File: src/rtl/echo_distance_moving_average_defines.svh
// Assertion macros for the echo distance moving-average block.
// Used by the top level only; no dependencies.
`ifndef ECHO_DISTANCE_MOVING_AVERAGE_DEFINES_SVH
`define ECHO_DISTANCE_MOVING_AVERAGE_DEFINES_SVH

// Same-cycle implication, disabled while reset is held
`define EDMA_ASSERT_SAME(lbl, clk, rst_n, ante, cons) \
    lbl: assert property (@(posedge clk) disable iff (!(rst_n)) (ante) |-> (cons)) \
        else $error("edma: same-cycle check failed");

// Next-cycle implication, disabled while reset is held
`define EDMA_ASSERT_NEXT(lbl, clk, rst_n, ante, cons) \
    lbl: assert property (@(posedge clk) disable iff (!(rst_n)) (ante) |=> (cons)) \
        else $error("edma: next-cycle check failed");

`endif

File: src/rtl/edma_pkg.sv
// Shared constants, types and state encoding for the echo distance block.
// No dependencies; used by every module of the block.
`timescale 1ns / 1ps

package edma_pkg;

    // Window geometry
    localparam int WINDOW_DEPTH = 5;
    localparam int SLOT_W       = (WINDOW_DEPTH > 1) ? $clog2(WINDOW_DEPTH) : 1;
    localparam int CNT_W        = $clog2(WINDOW_DEPTH + 1);

    // Field widths
    localparam int TICK_W = 16;
    localparam int DIST_W = 10;
    localparam int SUM_W  = $clog2(((1 << DIST_W) - 1) * WINDOW_DEPTH + 1);

    // Serial divider
    localparam int DIV_W     = 16;
    localparam int DIV_CNT_W = $clog2(DIV_W + 1);

    // Configuration port
    localparam int CFG_IDX_W  = 2;
    localparam int CFG_DATA_W = 16;

    localparam logic [CFG_IDX_W-1:0] CFG_TICKS_PER_CM = CFG_IDX_W'(0);
    localparam logic [CFG_IDX_W-1:0] CFG_MAX_RANGE    = CFG_IDX_W'(1);
    localparam logic [CFG_IDX_W-1:0] CFG_NEAR_THRESH  = CFG_IDX_W'(2);

    localparam logic [TICK_W-1:0] RST_TICKS_PER_CM = TICK_W'(117);
    localparam logic [DIST_W-1:0] RST_MAX_RANGE    = DIST_W'(400);
    localparam logic [DIST_W-1:0] RST_NEAR_THRESH  = DIST_W'(100);

    // Controller states
    typedef enum logic [2:0] {
        S_IDLE,
        S_DIST_START,
        S_DIST_WAIT,
        S_UPDATE,
        S_AVG_START,
        S_AVG_WAIT,
        S_RESULT
    } t_state;

    // Controller to datapath
    typedef struct packed {
        logic load_in;
        logic div_start;
        logic div_sel_avg;
        logic update;
        logic load_out;
    } t_cmd;

    // Datapath to controller
    typedef struct packed {
        logic div_done;
    } t_status;

endpackage

File: src/rtl/edma_div.sv
// Restoring serial divider, one quotient bit per cycle.
// Depends on edma_pkg for its widths.
`timescale 1ns / 1ps

module edma_div (
    input  logic                       i_clk,
    input  logic                       i_rst_n,
    input  logic                       i_start,
    input  logic [edma_pkg::DIV_W-1:0] i_dividend,
    input  logic [edma_pkg::DIV_W-1:0] i_divisor,
    output logic                       o_done,
    output logic [edma_pkg::DIV_W-1:0] o_quotient
);

    localparam int W  = edma_pkg::DIV_W;
    localparam int CW = edma_pkg::DIV_CNT_W;

    logic          r_busy, n_busy;
    logic          r_done, n_done;
    logic [CW-1:0] r_cnt,  n_cnt;
    logic [W-1:0]  r_rem,  n_rem;
    logic [W-1:0]  r_quo,  n_quo;
    logic [W-1:0]  r_den,  n_den;

    logic [W:0]    rem_sh;
    logic [W+1:0]  diff;

    // Shift in the next dividend bit and try a subtraction
    assign rem_sh = {r_rem, r_quo[W-1]};
    assign diff   = {1'b0, rem_sh} - {2'b00, r_den};

    always_comb begin
        n_busy = r_busy;
        n_done = 1'b0;
        n_cnt  = r_cnt;
        n_rem  = r_rem;
        n_quo  = r_quo;
        n_den  = r_den;
        if (i_start) begin
            n_busy = 1'b1;
            n_cnt  = CW'(W);
            n_rem  = '0;
            n_quo  = i_dividend;
            n_den  = i_divisor;
        end else if (r_busy) begin
            if (!diff[W+1]) begin
                n_rem = diff[W-1:0];
                n_quo = {r_quo[W-2:0], 1'b1};
            end else begin
                n_rem = rem_sh[W-1:0];
                n_quo = {r_quo[W-2:0], 1'b0};
            end
            n_cnt = r_cnt - CW'(1);
            if (r_cnt == CW'(1)) begin
                n_busy = 1'b0;
                n_done = 1'b1;
            end
        end
    end

    // Control state is reset; operands need none
    always_ff @(posedge i_clk) begin
        if (!i_rst_n) begin
            r_busy <= 1'b0;
            r_done <= 1'b0;
            r_cnt  <= '0;
        end else begin
            r_busy <= n_busy;
            r_done <= n_done;
            r_cnt  <= n_cnt;
        end
        r_rem <= n_rem;
        r_quo <= n_quo;
        r_den <= n_den;
    end

    assign o_done     = r_done;
    assign o_quotient = r_quo;

endmodule

File: src/rtl/edma_datapath.sv
// Datapath: configuration registers, reading window, running sum and result registers.
// Depends on edma_pkg and edma_div; driven by edma_ctrl commands.
`timescale 1ns / 1ps

module edma_datapath (
    input  logic                            i_clk,
    input  logic                            i_rst_n,
    input  edma_pkg::t_cmd                  i_cmd,
    output edma_pkg::t_status               o_status,
    input  logic [edma_pkg::TICK_W-1:0]     i_echo_ticks,
    input  logic                            i_cfg_valid,
    input  logic [edma_pkg::CFG_IDX_W-1:0]  i_cfg_index,
    input  logic [edma_pkg::CFG_DATA_W-1:0] i_cfg_data,
    output logic [edma_pkg::DIST_W-1:0]     o_raw_distance_cm,
    output logic [edma_pkg::DIST_W-1:0]     o_average_cm,
    output logic                            o_near
);

    localparam int DEPTH = edma_pkg::WINDOW_DEPTH;
    localparam int SW    = edma_pkg::SLOT_W;
    localparam int CW    = edma_pkg::CNT_W;
    localparam int DW    = edma_pkg::DIST_W;
    localparam int TW    = edma_pkg::TICK_W;
    localparam int SUMW  = edma_pkg::SUM_W;
    localparam int DVW   = edma_pkg::DIV_W;

    // Configuration
    logic [TW-1:0] r_ticks_per_cm;
    logic [DW-1:0] r_max_range;
    logic [DW-1:0] r_near_thresh;

    // Window state
    logic [DW-1:0]   r_window [DEPTH];
    logic [SW-1:0]   r_slot;
    logic            r_full;
    logic [SUMW-1:0] r_sum;

    logic [TW-1:0] r_ticks;
    logic [DW-1:0] r_raw;
    logic [DW-1:0] r_out_raw;
    logic [DW-1:0] r_out_avg;
    logic          r_out_near;

    logic [DVW-1:0] div_dividend;
    logic [DVW-1:0] div_divisor;
    logic           div_done;
    logic [DVW-1:0] div_quo;
    logic [DW-1:0]  raw_val;
    logic [CW-1:0]  count;
    logic [DVW-1:0] ticks_div;

    // Shared divider: distance first, then the mean
    edma_div u_div (
        .i_clk      (i_clk),
        .i_rst_n    (i_rst_n),
        .i_start    (i_cmd.div_start),
        .i_dividend (div_dividend),
        .i_divisor  (div_divisor),
        .o_done     (div_done),
        .o_quotient (div_quo)
    );

    // A zero ticks-per-cm is taken as one
    assign ticks_div = (r_ticks_per_cm == '0) ? DVW'(1) : DVW'(r_ticks_per_cm);
    assign count     = r_full ? CW'(DEPTH) : CW'(r_slot);

    always_comb begin
        if (i_cmd.div_sel_avg) begin
            div_dividend = DVW'(r_sum);
            div_divisor  = DVW'(count);
        end else begin
            div_dividend = DVW'(r_ticks);
            div_divisor  = ticks_div;
        end
    end

    // Out-of-range quotients are reported as zero
    assign raw_val = (div_quo > DVW'(r_max_range)) ? '0 : div_quo[DW-1:0];

    // Configuration writes
    always_ff @(posedge i_clk) begin
        if (!i_rst_n) begin
            r_ticks_per_cm <= edma_pkg::RST_TICKS_PER_CM;
            r_max_range    <= edma_pkg::RST_MAX_RANGE;
            r_near_thresh  <= edma_pkg::RST_NEAR_THRESH;
        end else if (i_cfg_valid) begin
            case (i_cfg_index)
                edma_pkg::CFG_TICKS_PER_CM: r_ticks_per_cm <= i_cfg_data[TW-1:0];
                edma_pkg::CFG_MAX_RANGE:    r_max_range    <= i_cfg_data[DW-1:0];
                edma_pkg::CFG_NEAR_THRESH:  r_near_thresh  <= i_cfg_data[DW-1:0];
                default: ;
            endcase
        end
    end

    // Window, slot pointer and running sum
    always_ff @(posedge i_clk) begin
        if (!i_rst_n) begin
            for (int k = 0; k < DEPTH; k++) begin
                r_window[k] <= '0;
            end
            r_slot <= '0;
            r_full <= 1'b0;
            r_sum  <= '0;
        end else if (i_cmd.update) begin
            r_window[r_slot] <= raw_val;
            r_sum <= r_sum - SUMW'(r_window[r_slot]) + SUMW'(raw_val);
            if (r_slot == SW'(DEPTH - 1)) begin
                r_slot <= '0;
                r_full <= 1'b1;
            end else begin
                r_slot <= r_slot + SW'(1);
            end
        end
    end

    // Payload registers
    always_ff @(posedge i_clk) begin
        if (i_cmd.load_in) begin
            r_ticks <= i_echo_ticks;
        end
        if (i_cmd.update) begin
            r_raw <= raw_val;
        end
        if (i_cmd.load_out) begin
            r_out_raw  <= r_raw;
            r_out_avg  <= div_quo[DW-1:0];
            r_out_near <= (div_quo[DW-1:0] < r_near_thresh);
        end
    end

    assign o_status.div_done = div_done;
    assign o_raw_distance_cm = r_out_raw;
    assign o_average_cm      = r_out_avg;
    assign o_near            = r_out_near;

endmodule

File: src/rtl/edma_ctrl.sv
// Controller: sequences one echo through the divider twice and owns the handshakes.
// Depends on edma_pkg; commands edma_datapath.
`timescale 1ns / 1ps

module edma_ctrl (
    input  logic               i_clk,
    input  logic               i_rst_n,
    input  logic               i_in_valid,
    output logic               o_in_ready,
    output logic               o_out_valid,
    input  logic               i_out_ready,
    input  edma_pkg::t_status  i_status,
    output edma_pkg::t_cmd     o_cmd
);

    edma_pkg::t_state r_state, n_state;
    logic             r_out_valid, n_out_valid;
    logic             out_free;

    // Result register may be loaded when empty or being drained this cycle
    assign out_free = !r_out_valid || i_out_ready;

    // Next state
    always_comb begin
        n_state = r_state;
        case (r_state)
            edma_pkg::S_IDLE:       if (i_in_valid)        n_state = edma_pkg::S_DIST_START;
            edma_pkg::S_DIST_START:                        n_state = edma_pkg::S_DIST_WAIT;
            edma_pkg::S_DIST_WAIT:  if (i_status.div_done) n_state = edma_pkg::S_UPDATE;
            edma_pkg::S_UPDATE:                            n_state = edma_pkg::S_AVG_START;
            edma_pkg::S_AVG_START:                         n_state = edma_pkg::S_AVG_WAIT;
            edma_pkg::S_AVG_WAIT:   if (i_status.div_done) n_state = edma_pkg::S_RESULT;
            edma_pkg::S_RESULT:     if (out_free)          n_state = edma_pkg::S_IDLE;
            default:                                       n_state = edma_pkg::S_IDLE;
        endcase
    end

    // Outputs and commands
    always_comb begin
        o_cmd      = '0;
        o_in_ready = 1'b0;
        case (r_state)
            edma_pkg::S_IDLE: begin
                o_in_ready    = 1'b1;
                o_cmd.load_in = i_in_valid;
            end
            edma_pkg::S_DIST_START: begin
                o_cmd.div_start = 1'b1;
            end
            edma_pkg::S_UPDATE: begin
                o_cmd.update = 1'b1;
            end
            edma_pkg::S_AVG_START: begin
                o_cmd.div_start   = 1'b1;
                o_cmd.div_sel_avg = 1'b1;
            end
            edma_pkg::S_AVG_WAIT: begin
                o_cmd.div_sel_avg = 1'b1;
            end
            edma_pkg::S_RESULT: begin
                o_cmd.load_out = out_free;
            end
            default: ;
        endcase
    end

    // Output valid flag
    always_comb begin
        if (o_cmd.load_out) begin
            n_out_valid = 1'b1;
        end else if (i_out_ready) begin
            n_out_valid = 1'b0;
        end else begin
            n_out_valid = r_out_valid;
        end
    end

    always_ff @(posedge i_clk) begin
        if (!i_rst_n) begin
            r_state     <= edma_pkg::S_IDLE;
            r_out_valid <= 1'b0;
        end else begin
            r_state     <= n_state;
            r_out_valid <= n_out_valid;
        end
    end

    assign o_out_valid = r_out_valid;

endmodule

File: src/rtl/echo_distance_moving_average.sv
// Ultrasonic echo distance with a moving-average window.
//
// Input channel (i_in_valid / o_in_ready) carries one echo width in timer
// ticks per beat; 0 means no echo. Output channel (o_out_valid / i_out_ready)
// returns one beat per echo: raw distance in cm, mean over the readings held
// (up to WINDOW_DEPTH) and a near flag. The configuration channel
// (i_cfg_valid / o_cfg_ready, index and data) is always ready and sets
// ticks-per-cm, maximum range and near threshold; write it while idle.
// One item is processed at a time: a 16-bit serial divider is shared by the
// distance and the mean, and a new echo is not taken until the result of the
// one before it has been loaded into the output register. A finished
// result sits in the output register, and a new echo is accepted while
// it waits; if the receiver is still stalling when the next result is
// ready, the block holds in its result state until it drains.
// Synchronous reset restores the default registers and clears the window,
// slot pointer and running sum at once.
// Depends on edma_pkg, edma_ctrl, edma_datapath and the defines header.
`timescale 1ns / 1ps
`include "echo_distance_moving_average_defines.svh"

module echo_distance_moving_average (
    input  logic                            i_clk,
    input  logic                            i_rst_n,
    input  logic                            i_in_valid,
    output logic                            o_in_ready,
    input  logic [edma_pkg::TICK_W-1:0]     i_echo_ticks,
    output logic                            o_out_valid,
    input  logic                            i_out_ready,
    output logic [edma_pkg::DIST_W-1:0]     o_raw_distance_cm,
    output logic [edma_pkg::DIST_W-1:0]     o_average_cm,
    output logic                            o_near,
    input  logic                            i_cfg_valid,
    output logic                            o_cfg_ready,
    input  logic [edma_pkg::CFG_IDX_W-1:0]  i_cfg_index,
    input  logic [edma_pkg::CFG_DATA_W-1:0] i_cfg_data
);

    edma_pkg::t_cmd    cmd;
    edma_pkg::t_status status;

    // Configuration writes never stall
    assign o_cfg_ready = 1'b1;

    edma_ctrl u_ctrl (
        .i_clk       (i_clk),
        .i_rst_n     (i_rst_n),
        .i_in_valid  (i_in_valid),
        .o_in_ready  (o_in_ready),
        .o_out_valid (o_out_valid),
        .i_out_ready (i_out_ready),
        .i_status    (status),
        .o_cmd       (cmd)
    );

    edma_datapath u_datapath (
        .i_clk             (i_clk),
        .i_rst_n           (i_rst_n),
        .i_cmd             (cmd),
        .o_status          (status),
        .i_echo_ticks      (i_echo_ticks),
        .i_cfg_valid       (i_cfg_valid),
        .i_cfg_index       (i_cfg_index),
        .i_cfg_data        (i_cfg_data),
        .o_raw_distance_cm (o_raw_distance_cm),
        .o_average_cm      (o_average_cm),
        .o_near            (o_near)
    );

    // One echo in flight: no second beat straight after an accepted one
    `EDMA_ASSERT_NEXT(a_one_in_flight, i_clk, i_rst_n, i_in_valid && o_in_ready, !o_in_ready)
    // A pending result is never overwritten
    `EDMA_ASSERT_SAME(a_no_overwrite, i_clk, i_rst_n, cmd.load_out, !o_out_valid || i_out_ready)
    // The divider only finishes while an echo is being worked on
    `EDMA_ASSERT_SAME(a_div_busy, i_clk, i_rst_n, status.div_done, !o_in_ready)

endmodule
File: config.mk
export PLATFORM = sky130hd
export DESIGN_NAME = echo_distance_moving_average
export DESIGN_NICKNAME = d
export VERILOG_FILES = /design/src/rtl/edma_pkg.sv /design/src/rtl/edma_div.sv /design/src/rtl/edma_datapath.sv /design/src/rtl/edma_ctrl.sv /design/src/rtl/echo_distance_moving_average.sv
export VERILOG_INCLUDE_DIRS = /design/src /design/src/rtl
export SDC_FILE = /design/constraint.sdc
export NUM_CORES = 1
export LEC_CHECK = 0
export BUFFER_PORTS_ARGS = -buffer_cell sky130_fd_sc_hd__buf_2
export CAP_MARGIN = 30
export CORE_MARGIN = 2
export CORE_UTILIZATION = 61
export DETAILED_ROUTE_END_ITERATION = 16
export GPL_ROUTABILITY_DRIVEN = 0
export PLACE_DENSITY = 0.9
export SLEW_MARGIN = 40
export SYNTH_ARGS = -nofsm -noshare
export SYNTH_HDL_FRONTEND = slang
export SYNTH_SLANG_ARGS = --single-unit
File: constraint.sdc
create_clock -name i_clk -period 5.84 [get_ports i_clk]
set_input_delay 0.876 -clock i_clk [delete_from_list [all_inputs] [get_ports i_clk]]
set_output_delay 0.876 -clock i_clk [all_outputs]
set_load 0.01 [all_outputs]
After elaboration in Yosys (flattened, before gate mapping)
Memory sizes are Yosys's and may differ from the RTL's. A register that Yosys moved wholly into a read port is not among the register bits.
Index checks and enable logic that the tools add are counted.
Storage, ports and cells
  bits in writable memories: 50
  word-level logic and storage cells: 101
  output and inout bits: 24
  bits in registers: 159
  input bits: 39
  memories kept: 1
Operators by class
  reductions and logical operators: 18
  muxes and demuxes: 38
  bitwise operators: 2
  equality and inequality tests: 14
  add/subtract/negate cells: 5
  $lt $le $gt $ge: 2
Memory list
  u_datapath.r_window: depth 5, width 10, read ports 1, clocked after Yosys merged registers in 1, wr ports 5, RTL line edma_datapath.sv:33  | logic [DW-1:0] r_window [DEPTH];
Operator list (count)
  2-to-1 mux 16 bit: 4
  2-to-1 mux 3 bit: 11
  one-hot mux 3 bit (7 select lines): 1
  2-to-1 mux 10 bit: 2
  2-to-1 mux 1 bit: 18
  subtractor 17 x 16 -> 18 bit: 1
  > comparator 16 x 10 -> 1 bit: 1
  zero test 16 bit: 1
  adder 13 x 10 -> 13 bit: 1
  subtractor 13 x 10 -> 13 bit: 1
  equality test 3 bit, second input constant: 4
  < comparator 10 bit: 1
  2-to-1 mux 5 bit: 2
  OR reduction 10 bit: 1
  AND reduction 2 bit: 4
  OR reduction 2 bit: 4
  equality test 3 x 2 -> 1 bit, second input constant: 2
  inequality test 2 x 1 -> 1 bit, second input constant: 3
  equality test 5 x 1 -> 1 bit, second input constant: 1
  subtractor 5 x 1 -> 5 bit, second input constant: 1
  AND reduction 4 bit: 1
  nonzero test 2 bit: 2
  adder 3 x 1 -> 3 bit, second input constant: 1
  equality test 3 x 1 -> 1 bit, second input constant: 1
  9 further kinds: 10

Logic depth before layout (Yosys ltp)
Gate-level depths: netlist of run 1.
  word-level depth: 7
  mapped depth: 20
  mapped depth without buffers: 19

Hierarchy
A second synthesis of run 1 with hierarchy kept.
Unflattened totals
  cells, all modules: 1021
  area total of the unflattened synthesis: 12016.5 um^2
Modules (own cells, without submodules)
  edma_datapath: times used 1, cells each 710, area an instance 8762.2 um^2
  edma_div: times used 1, cells each 277, area an instance 2959.1 um^2
  edma_ctrl: times used 1, cells each 32, area an instance 284.0 um^2
  echo_distance_moving_average: times used 1, cells each 2, area an instance 11.3 um^2

Worst setup path before layout of run 1
Ideal clock, no wire load.
  path type: register to register
  start point: reg u_datapath.u_div.r_quo[6] (netlist: u_datapath.u_div.o_quotient[6])
  end point: reg u_datapath.r_sum[9]
  clock period less this slack: 4.446 ns
  cell stages (with the launch flop): 18
  slack: 1.394 ns
  data arrival time: 4.323 ns
  library setup time: 0.123 ns
  cell sequence: edfxtp_1 > ha_1 > a21oi_1 > nor2b_1 > a2111oi_2 > o211ai_1 > a21oi_1 > clkbuf_1 > and2_1 > fa_1 > ha_1 > a21o_1 > a21o_1 > a2111oi_0 > nor2_1 > a31oi_1 > xor2_1 > o21ai_0
Between the ends
  word-level cells in the longest chain between the ends: 3
Ends and longest elaborated chain
  from (decl): RTL line edma_div.sv:22  | logic [W-1:0] r_quo, n_quo;
  from (signal assigned): RTL line edma_div.sv:73  | r_quo <= n_quo;
  > comparator 16 x 10 -> 1 bit: RTL line edma_datapath.sv:78  | assign raw_val = (div_quo > DVW'(r_max_range)) ? '0 : div_quo[DW-1:0];
  2-to-1 mux 10 bit: RTL line edma_datapath.sv:78
  named net u_datapath.raw_val[1]: RTL line edma_datapath.sv:48  | logic [DW-1:0] raw_val;
  adder 13 x 10 -> 13 bit: RTL line edma_datapath.sv:107  | r_sum <= r_sum - SUMW'(r_window[r_slot]) + SUMW'(raw_val);
  to (signal assigned): RTL line edma_datapath.sv:107
  to (decl): RTL line edma_datapath.sv:36  | logic [SUMW-1:0] r_sum;
The timed path passes the listed nets, and every way through them passes these cells.
A chain may end at the register's enable or synchronous reset.

Worst setup path after layout of run 1
Ends and elaborated chain as after synthesis.

==> summary.txt, run 1 <==
status - finished clean
most common cell after layout, fill and taps aside - edfxtp_1
Max Slew Vio Count - 0
non-filler instance count after layout - 1334
clk sinks - 242
Initial Utilization - 62.4%
crit share post-route - 89.3%
Post-layout nets - 1185
#FFs+latches synth - 242
Synth area leader - edfxtp_1
# Post-CTS Setup Buffers - 0
gr ovfl total - 0
Inserted Clock Buffers - 25
first-pass GRT wire length - 41.6 mm
Seq/Total Area, Yosys - 55.0%
ANT nets after route - 0
main area contributors after synthesis - edfxtp_1 41%, dfxtp_1 14%, ha_1 5.6%, nand2_1 4.5%, mux4_2 3.8%
DR iter-0 viols - 754
RSZ-0062 raised after global routing - false
total core area - 18800 µm²
CP Class - reg2reg
total number of vias - 8152
worst hold path class - reg2reg
crit path DAT - 5.59 ns
IO Count - 63
Mean Syn Cell Area - 11.4 µm²
Max FO, Critical Path - 12
Post-Route Setup TNS - 0 ns
initial antenna violation count - 0
Syn Std Cell Area - 11700 µm²
max_cap viols - 0
Ys Warns - 0
slew margin rel. - 42.9%
Clk Tree Root Cell - clkbuf_16
Synth top area share - 40.8%
vias in the first global route - 7685
commonest cells after routing, fill and taps aside - 159 x edfxtp_1, 140 x nand2_1, 82 x dfxtp_1
gr usage total - 26.5%
Vias/cell - 6.11
Ant. Diodes - 0
wire per inst - 19.9 µm
Cells after Synth - 1030
DRC - 0
router iterations before antenna repair - 5
CP bufs+invs - 1
met2 WL - 12.6 mm
Cell Chain, Critical Path - ha_1, a21oi_1, nor2b_1, a2111oi_2, o211ai_1, a21oi_1, buf_4, and2_1, fa_1, ha_1, a21o_1, a21o_1, a2111oi_0, nor2_1, a31oi_1, xor2_1, o21ai_0
CTS Hold Bufs - 0
Die Ht - 143 µm
asr flop ratio synth - 0%
layout cell share with drive strength beyond 1 - 14.2%
deepest clock path buffer count - 3
# rows - 50
largest net degree at the start of global routing - 48
latest clock arrival within the worst-skew pair - 0.52 ns
Met1 Wirelength - 10.8 mm
clock skew - 0.0115 ns
post-synth net total - 1132
Cell variety after synth - 64
Post-CTS Resized - 0
# setup viols final - 0
Fmax achieved - 192 MHz
Worst Path Required - 6.22 ns
Register Area - 6440 µm²
number of flops mapped to enable cells by yosys - 159
Top Layer Used - met4
fin crit period - 5.21 ns
CTS H-tree lvls - 1
area of the multi-input gates - 4920 µm²
placed insts - 1289
Setup crit start kind - flop
Area growth syn-to-layout - 11.1%
Die Span X - 143 µm
PwrDens - 343 nW/µm²
CP Capture Type - flop
Slew @ Worst Pin - 0.835 ns
WL final - 26.6 mm
Lkg Pwr - 5.13 nW
CP max stage cell - a2111oi_0
final hold vios - 0
CTS tree - done
count of input and output buffers - 61
max incr delay on CP - 0.78 ns
VDD IR max - 266 µV
clk slew on worst S/H paths - 0.06 ns
die area - 20300 µm²
Post-DP HPWL - 18.4 mm
metal3 WL - 2.40 mm
Top delay family on crit path - compound AO/OA/AOI/OAI gates
Main synth FF type - edfxtp_1
fillers - 1266
## area by class of cell
class / count / area share (%)
Clock buffer: 29 / 4.92
Clock inverter: 15 / 0.808
Inverter: 59 / 1.70
Multi-Input combinational cell: 682 / 37.8
Sequential cell: 242 / 49.5
Tap cell: 234 / 2.25
Timing Repair Buffer: 73 / 3.05
## stage by stage
| step | total power, mW | cell area (µm²) | hold slack (ns) | util (%) | worst slack (ns) |
|---|---|---|---|---|---|
| global route | 4.66 | 13000 | 0.425 | 69.3 | 0.376 |
| global placement | 2.95 | 12200 | 0.402 | 65.1 | 1.10 |
| floorplan | 2.79 | 11700 | 0.400 | - | 1.39 |
| finish | 4.47 | 13000 | 0.414 | 69.3 | 0.627 |
| detailed placement | 3.00 | 12200 | 0.405 | 65.2 | 0.812 |
| CTS | 4.45 | 13000 | 0.416 | 69.2 | 0.784 |
## cell usage after synthesis (all sizes together), types with 4 or more instances
cell,instances
nor2,63
o21a,6
nor4,5
nor2b,14
a21oi,37
and2,52
and3,4
mux4,20
ha,52
inv,59
a211oi,8
xnor2,15
o21ai,49
clkbuf,36
o311ai,4
fa,11
nor3,6
nand2,140
buf,11
a21boi,30
nand2b,16
mux2i,24
nand4,5
nand3,22
o211ai,14
xor2,11
a31oi,7
o31ai,8
a21o,18
dfxtp,83
edfxtp,159
## logic make-up (layout without fill, tap and decap cells)
logic type	after synthesis	after routing	share of synthesized area, %
xor gates and xnor gates	26	26	1.94
AOI/OAI and AO/OA	202	202	12.0
muxes	47	47	6.19
buffers and inverters	106	176	3.56
adders and majority gates	63	63	7.44
other	1	1	0.0320
DFF	242	242	55.0
and+or+nand+nor	343	343	13.9
## worst paths after layout
| path | start | end | slack (ns) | cells after the start |
|---|---|---|---|---|
| setup / recovery | u_datapath.u_div.o_quotient[6]$_DFFE_PP_ | u_datapath.r_sum[9]$_SDFFE_PN0P_ | 0.63 | 17 |
| hold / removal | u_datapath.r_raw[6]$_DFFE_PP_ | u_datapath.o_raw_distance_cm[6]$_DFFE_PP_ | 0.41 | 0 |
| setup reg to reg | u_datapath.u_div.o_quotient[6]$_DFFE_PP_ | u_datapath.r_sum[9]$_SDFFE_PN0P_ | 0.63 | 17 |
| hold reg to reg | u_datapath.r_raw[6]$_DFFE_PP_ | u_datapath.o_raw_distance_cm[6]$_DFFE_PP_ | 0.41 | 0 |
## power breakdown
part | leakage [nW] | switching (mW) | internal (mW)
clock network | 0.368 | 0.636 | 0.829
logic | 2.52 | 0.536 | 0.385
registers | 2.25 | 0.120 | 1.96
total | 5.13 | 1.29 | 3.17
## sequential cells by signal, summed over array words and instances (netlist names), 3 cells and up, named ones only
register	flops
u_datapath.r_ticks	16
u_datapath.u_div.r_rem	16
u_datapath.r_near_thresh	10
u_ctrl.r_state	3
u_datapath.r_window	80
u_datapath.r_sum	13
u_datapath.r_slot	3
u_datapath.r_max_range	10
u_datapath.u_div.r_den	16
u_datapath.u_div.r_cnt	5
u_datapath.u_div.o_quotient	16
u_datapath.r_raw	10
u_datapath.o_raw_distance_cm	10
u_datapath.r_ticks_per_cm	16
u_datapath.o_average_cm	10
## metal layers
metal,GRT usage (%),vias up
met3,4.48,73
met5,0,-
met2,42.6,434
li1,-,3783
met1,37.8,3862
met4,7.45,0
(Power assumes the default switching activity.)
==> run 2, diff against run 1 <==
--- a/config.mk
+++ b/config.mk
@@ -8,7 +8,6 @@
 export LEC_CHECK = 0
 export BUFFER_PORTS_ARGS = -buffer_cell sky130_fd_sc_hd__buf_2
 export CAP_MARGIN = 30
-export CORE_MARGIN = 2
 export CORE_UTILIZATION = 61
 export DETAILED_ROUTE_END_ITERATION = 16
 export GPL_ROUTABILITY_DRIVEN = 0
==> constraint.sdc (replaced) <==
create_clock -name i_clk -period 5.7 [get_ports i_clk]
set_input_delay 0.855 -clock i_clk [delete_from_list [all_inputs] [get_ports i_clk]]
set_output_delay 0.855 -clock i_clk [all_outputs]
set_load 0.01 [all_outputs]
==> run 2 against run 1 <==
Cell count about the same. Total power grew 6.1%. Clock-buffer cell count rose by 4. Routed wire length is 3.0% higher. Non-clock buffer count is 1 lower.
==> summary.txt, run 2 (same netlist as run 1, synthesis figures left out) <==
total core area - 18800 µm²
Post-layout nets - 1184
M1 GR Usage - 39.2%
Inserted Clock Buffers - 25
first-pass GRT wire length - 42.8 mm
gr busiest metal - met2
hold_ws - 0.417 ns
max incr delay on CP - 0.68 ns
Post-CTS Resized - 0
most common cell after layout, fill and taps aside - edfxtp_1
CP bufs+invs - 1
Area growth syn-to-layout - 12.0%
Vias/cell - 6.31
CP Capture Type - flop
slew margin rel. - 47.0%
Die Span X - 141 µm
Setup crit start kind - flop
Fmax achieved - 194 MHz
count of input and output buffers - 61
DR iter-0 viols - 955
Ant. Diodes - 0
fin crit period - 5.16 ns
latest clock arrival within the worst-skew pair - 0.54 ns
Top reg by flops - u_datapath.r_window
CP max stage cell - a2111oi_0
crit share post-route - 90.6%
Max Slew Vio Count - 0
die area - 19800 µm²
total number of vias - 8420
Lkg Pwr - 5.18 nW
CTS H-tree lvls - 1
Stages on worst setup path - 17
layout cell share with drive strength beyond 1 - 14.3%
Slew @ Worst Pin - 0.795 ns
# Post-CTS Setup Buffers - 0
Max FO, Critical Path - 12
Post-DP HPWL - 18.4 mm
Largest register FFs - 80
# rows - 50
Initial Utilization - 62.4%
clk slew on worst S/H paths - 0.06 ns
max_cap viols - 0
CP Class - reg2reg
router iterations before antenna repair - 5
Top delay family on crit path - compound AO/OA/AOI/OAI gates
gr ovfl total - 0
# setup viols final - 0
worst reg2reg path depth - 17
wire per inst - 20.5 µm
hold path depth - 0
status - finished clean
met3 Resource Use GR - 4.03%
RSZ-0062 raised after global routing - false
worst hold path class - reg2reg
crit path DAT - 5.58 ns
clk sinks - 242
CTS Hold Bufs - 0
total power - 4.74 mW
commonest cells after routing, fill and taps aside - 159 x edfxtp_1, 140 x nand2_1, 82 x dfxtp_1
Die Ht - 141 µm
area of the multi-input gates - 4930 µm²
DRC - 0
routing usage on met2 - 46.7%
WL final - 27.4 mm
ANT nets after route - 0
PwrDens - 361 nW/µm²
clock skew - 0.0210 ns
IO Count - 63
VDD IR max - 315 µV
Clk Tree Root Cell - clkbuf_16
deepest clock path buffer count - 3
Post-Route Setup TNS - 0 ns
largest net degree at the start of global routing - 43
Cell Chain, Critical Path - ha_1, a21oi_1, nor2b_1, a2111oi_2, o211ai_1, a21oi_1, buf_4, and2_1, fa_1, ha_1, a21o_1, a21o_1, a2111oi_0, nor2_1, a31oi_1, xor2_1, o21ai_0
final hold vios - 0
initial antenna violation count - 0
vias in the first global route - 7914
Worst Path Required - 6.11 ns
Register Area - 6440 µm²
CTS tree - done
fillers - 1236
gr usage total - 28.3%
worst reg2reg setup slack - 0.54 ns
[run 2: cell types whose count changed in the layout (fill, tap and decap cells not counted)]
cell,previous run,this run
buf_2,62,61
bufinv_16,1,2
clkbuf_1,4,5
clkbuf_16,25,26
clkbuf_8,0,2
clkinv_2,8,2
clkinv_4,0,2
clkinvlp_4,2,1
inv_16,0,1
inv_2,0,1
o31ai_1,7,6
o31ai_4,1,2
[run 2: power by group]
group	switching [mW]	total [mW]	internal, mW
Sequential	0.119	2.13	2.01
Combinational	0.564	0.962	0.398
Clock	0.691	1.65	0.961
Total	1.37	4.74	3.37
[run 2: routing by layer]
layer	vias up	wire (µm)
li1	3782	-
met2	490	12900
met4	0	807
met3	68	2460
met5	-	0
met1	4080	11200
[run 2: layout make-up]
cell class / instances / area share (%)
multi-input cells: 682 / 37.6
flip-flops and latches: 242 / 49.1
inverters: 59 / 1.69
clock inverters: 13 / 1.06
clock buffers: 33 / 5.32
repair buffers: 72 / 2.99
well taps: 234 / 2.23
[run 2: path summary, 6_finish.rpt]
| kind | start | endpoint |
|---|---|---|
| min | u_datapath.r_raw[9]$_DFFE_PP_ | u_datapath.o_raw_distance_cm[9]$_DFFE_PP_ |
| min reg2reg | u_datapath.r_raw[9]$_DFFE_PP_ | u_datapath.o_raw_distance_cm[9]$_DFFE_PP_ |
| max | u_datapath.u_div.o_quotient[6]$_DFFE_PP_ | u_datapath.r_sum[9]$_SDFFE_PN0P_ |
| max reg2reg | u_datapath.u_div.o_quotient[6]$_DFFE_PP_ | u_datapath.r_sum[9]$_SDFFE_PN0P_ |
[run 2: per-stage QoR]
step	cell area (µm²)	instances	worst slack, ns	util [%]
floorplan	11700	1030	1.25	-
global placement	12200	1287	1.08	65.0
detailed placement	12300	1288	0.792	65.3
CTS	13100	1334	0.641	69.8
global route	13100	1335	0.197	69.9
finish	13100	1335	0.537	69.9
==> run 3, diff against run 2 <==
--- a/config.mk
+++ b/config.mk
@@ -8,10 +8,10 @@
 export LEC_CHECK = 0
 export BUFFER_PORTS_ARGS = -buffer_cell sky130_fd_sc_hd__buf_2
 export CAP_MARGIN = 30
-export CORE_UTILIZATION = 61
+export CORE_UTILIZATION = 25
 export DETAILED_ROUTE_END_ITERATION = 16
 export GPL_ROUTABILITY_DRIVEN = 0
-export PLACE_DENSITY = 0.9
+export PLACE_DENSITY = 0.49
 export SLEW_MARGIN = 40
 export SYNTH_ARGS = -nofsm -noshare
 export SYNTH_HDL_FRONTEND = slang
==> run 3 against run 2 <==
Highest routed layer unchanged. Die area grew 140%. Largest cell class unchanged. Via count down 8.9%. Global-route usage down 16 points. Routed wire length is 7.8% higher. Critical path depth up 2. Largest power group unchanged.
==> summary.txt, run 3 (same netlist as run 1, synthesis figures left out) <==
status - finished clean
Post-CTS Resized - 0
worst hold path class - reg2reg
Top reg by flops - u_datapath.r_window
CP Capture Type - flop
Seq pwr share - 41.0%
wire per inst - 17.1 µm
total core area - 45800 µm²
Clk Tree Root Cell - clkbuf_16
Fmax achieved - 204 MHz
most common cell after layout, fill and taps aside - edfxtp_1
deepest clock path buffer count - 3
gr ovfl total - 0
Post-layout nets - 1202
Ant. Diodes - 0
WL final - 29.5 mm
PwrDens - 371 nW/µm²
RSZ-0062 raised after global routing - false
clk sinks - 242
count of input and output buffers - 61
commonest cells after routing, fill and taps aside - 159 x edfxtp_1, 140 x nand2_1, 82 x dfxtp_1
Inserted Clock Buffers - 29
Cell Chain, Critical Path - buf_4, ha_1, nor2b_1, o21ai_0, nand2b_1, a21oi_1, o211ai_1, a21oi_1, buf_4, and2_1, fa_1, ha_1, a21o_1, a21o_1, a2111oi_0, nor2_1, a31oi_1, xor2_1, o21ai_0
Max Slew Vio Count - 0
Post-Route Setup TNS - 0 ns
CTS tree - done
Die Span X - 218 µm
CTS H-tree lvls - 1
Slew @ Worst Pin - 0.781 ns
max_cap viols - 0
latest clock arrival within the worst-skew pair - 0.57 ns
clk slew on worst S/H paths - 0.06 ns
max incr delay on CP - 0.66 ns
ANT nets after route - 0
clock skew - 0.0179 ns
CTS Hold Bufs - 0
Internal - 3.67 mW
total number of vias - 7673
Lkg Pwr - 5.34 nW
clock network power share - 39.2%
Vias/cell - 4.46
Max FO, Critical Path - 12
crit share post-route - 85.8%
CP bufs+invs - 2
router iterations before antenna repair - 4
Post-DP HPWL - 20.7 mm
# Post-CTS Setup Buffers - 0
P_sw - 1.46 mW
slew margin rel. - 47.7%
final hold vios - 0
gr usage total - 12.7%
Gate power share - 19.7%
layout cell share with drive strength beyond 1 - 15.7%
# setup viols final - 0
die area - 47700 µm²
DR iter-0 viols - 512
Worst Path Required - 6.14 ns
# rows - 78
crit path DAT - 5.33 ns
Area growth syn-to-layout - 18.1%
initial antenna violation count - 0
Sw Share - 28.5%
placed insts - 1668
fin crit period - 4.89 ns
IO Count - 63
DRC - 0
Largest register FFs - 80
first-pass GRT wire length - 46.3 mm
VDD IR max - 218 µV
vias in the first global route - 7770
Setup crit start kind - flop
Die Ht - 218 µm
Top delay family on crit path - compound AO/OA/AOI/OAI gates
non-filler instance count after layout - 1722
largest net degree at the start of global routing - 43
CP max stage cell - a2111oi_0
Initial Utilization - 25.6%
CP Class - reg2reg
run 3: worst paths after layout:
kind / from / end / slack [ns] / cells past startpoint
max reg2reg: u_datapath.u_div.o_quotient[1]$_DFFE_PP_ / u_datapath.r_sum[9]$_SDFFE_PN0P_ / 0.81 / 19
min reg2reg: u_datapath.r_raw[2]$_DFFE_PP_ / u_datapath.o_raw_distance_cm[2]$_DFFE_PP_ / 0.42 / 0
min: u_datapath.r_raw[2]$_DFFE_PP_ / u_datapath.o_raw_distance_cm[2]$_DFFE_PP_ / 0.42 / 0
max: u_datapath.u_div.o_quotient[1]$_DFFE_PP_ / u_datapath.r_sum[9]$_SDFFE_PN0P_ / 0.81 / 19
run 3: power by group through the flow:
stage	Combinational, mW	Clock (mW)	Sequential, mW
6_report	1.01	2.01	2.11
5_1_grt	1.14	2.12	2.12
4_1_cts	1.00	2.06	2.10
3_5_place_dp	0.995	0	2.14
3_3_place_gp	0.991	0	2.14
2_1_floorplan	0.753	0	2.11
run 3: area by class of cell:
cell class	instances	area (µm²)
Clock buffer	33	741
Clock inverter	20	293
Fill cell	4673	31900
Inverter	59	221
Multi-Input combinational cell	682	4890
Sequential cell	242	6440
Tap cell	600	751
Timing Repair Buffer	86	497
run 3: stage by stage:
step / power (mW) / utilization, % / hold slack, ns / setup slack, ns / cell area [µm²]
floorplan: 2.86 / - / 0.400 / 1.25 / 11700
global placement: 3.13 / 27.9 / 0.408 / 0.879 / 12800
detailed placement: 3.13 / 27.9 / 0.407 / 0.871 / 12800
CTS: 5.17 / 30.2 / 0.413 / 0.839 / 13800
global route: 5.38 / 30.2 / 0.424 / 0.418 / 13800
finish: 5.13 / 30.2 / 0.419 / 0.808 / 13800
run 3: metal layers:
metal	GRT usage, %	vias up	part of all wire (%)
li1	-	3822	-
met1	19.5	3674	52
met2	18.0	145	41
met3	2.20	32	4.9
met4	3.10	0	2.0
met5	0	-	0
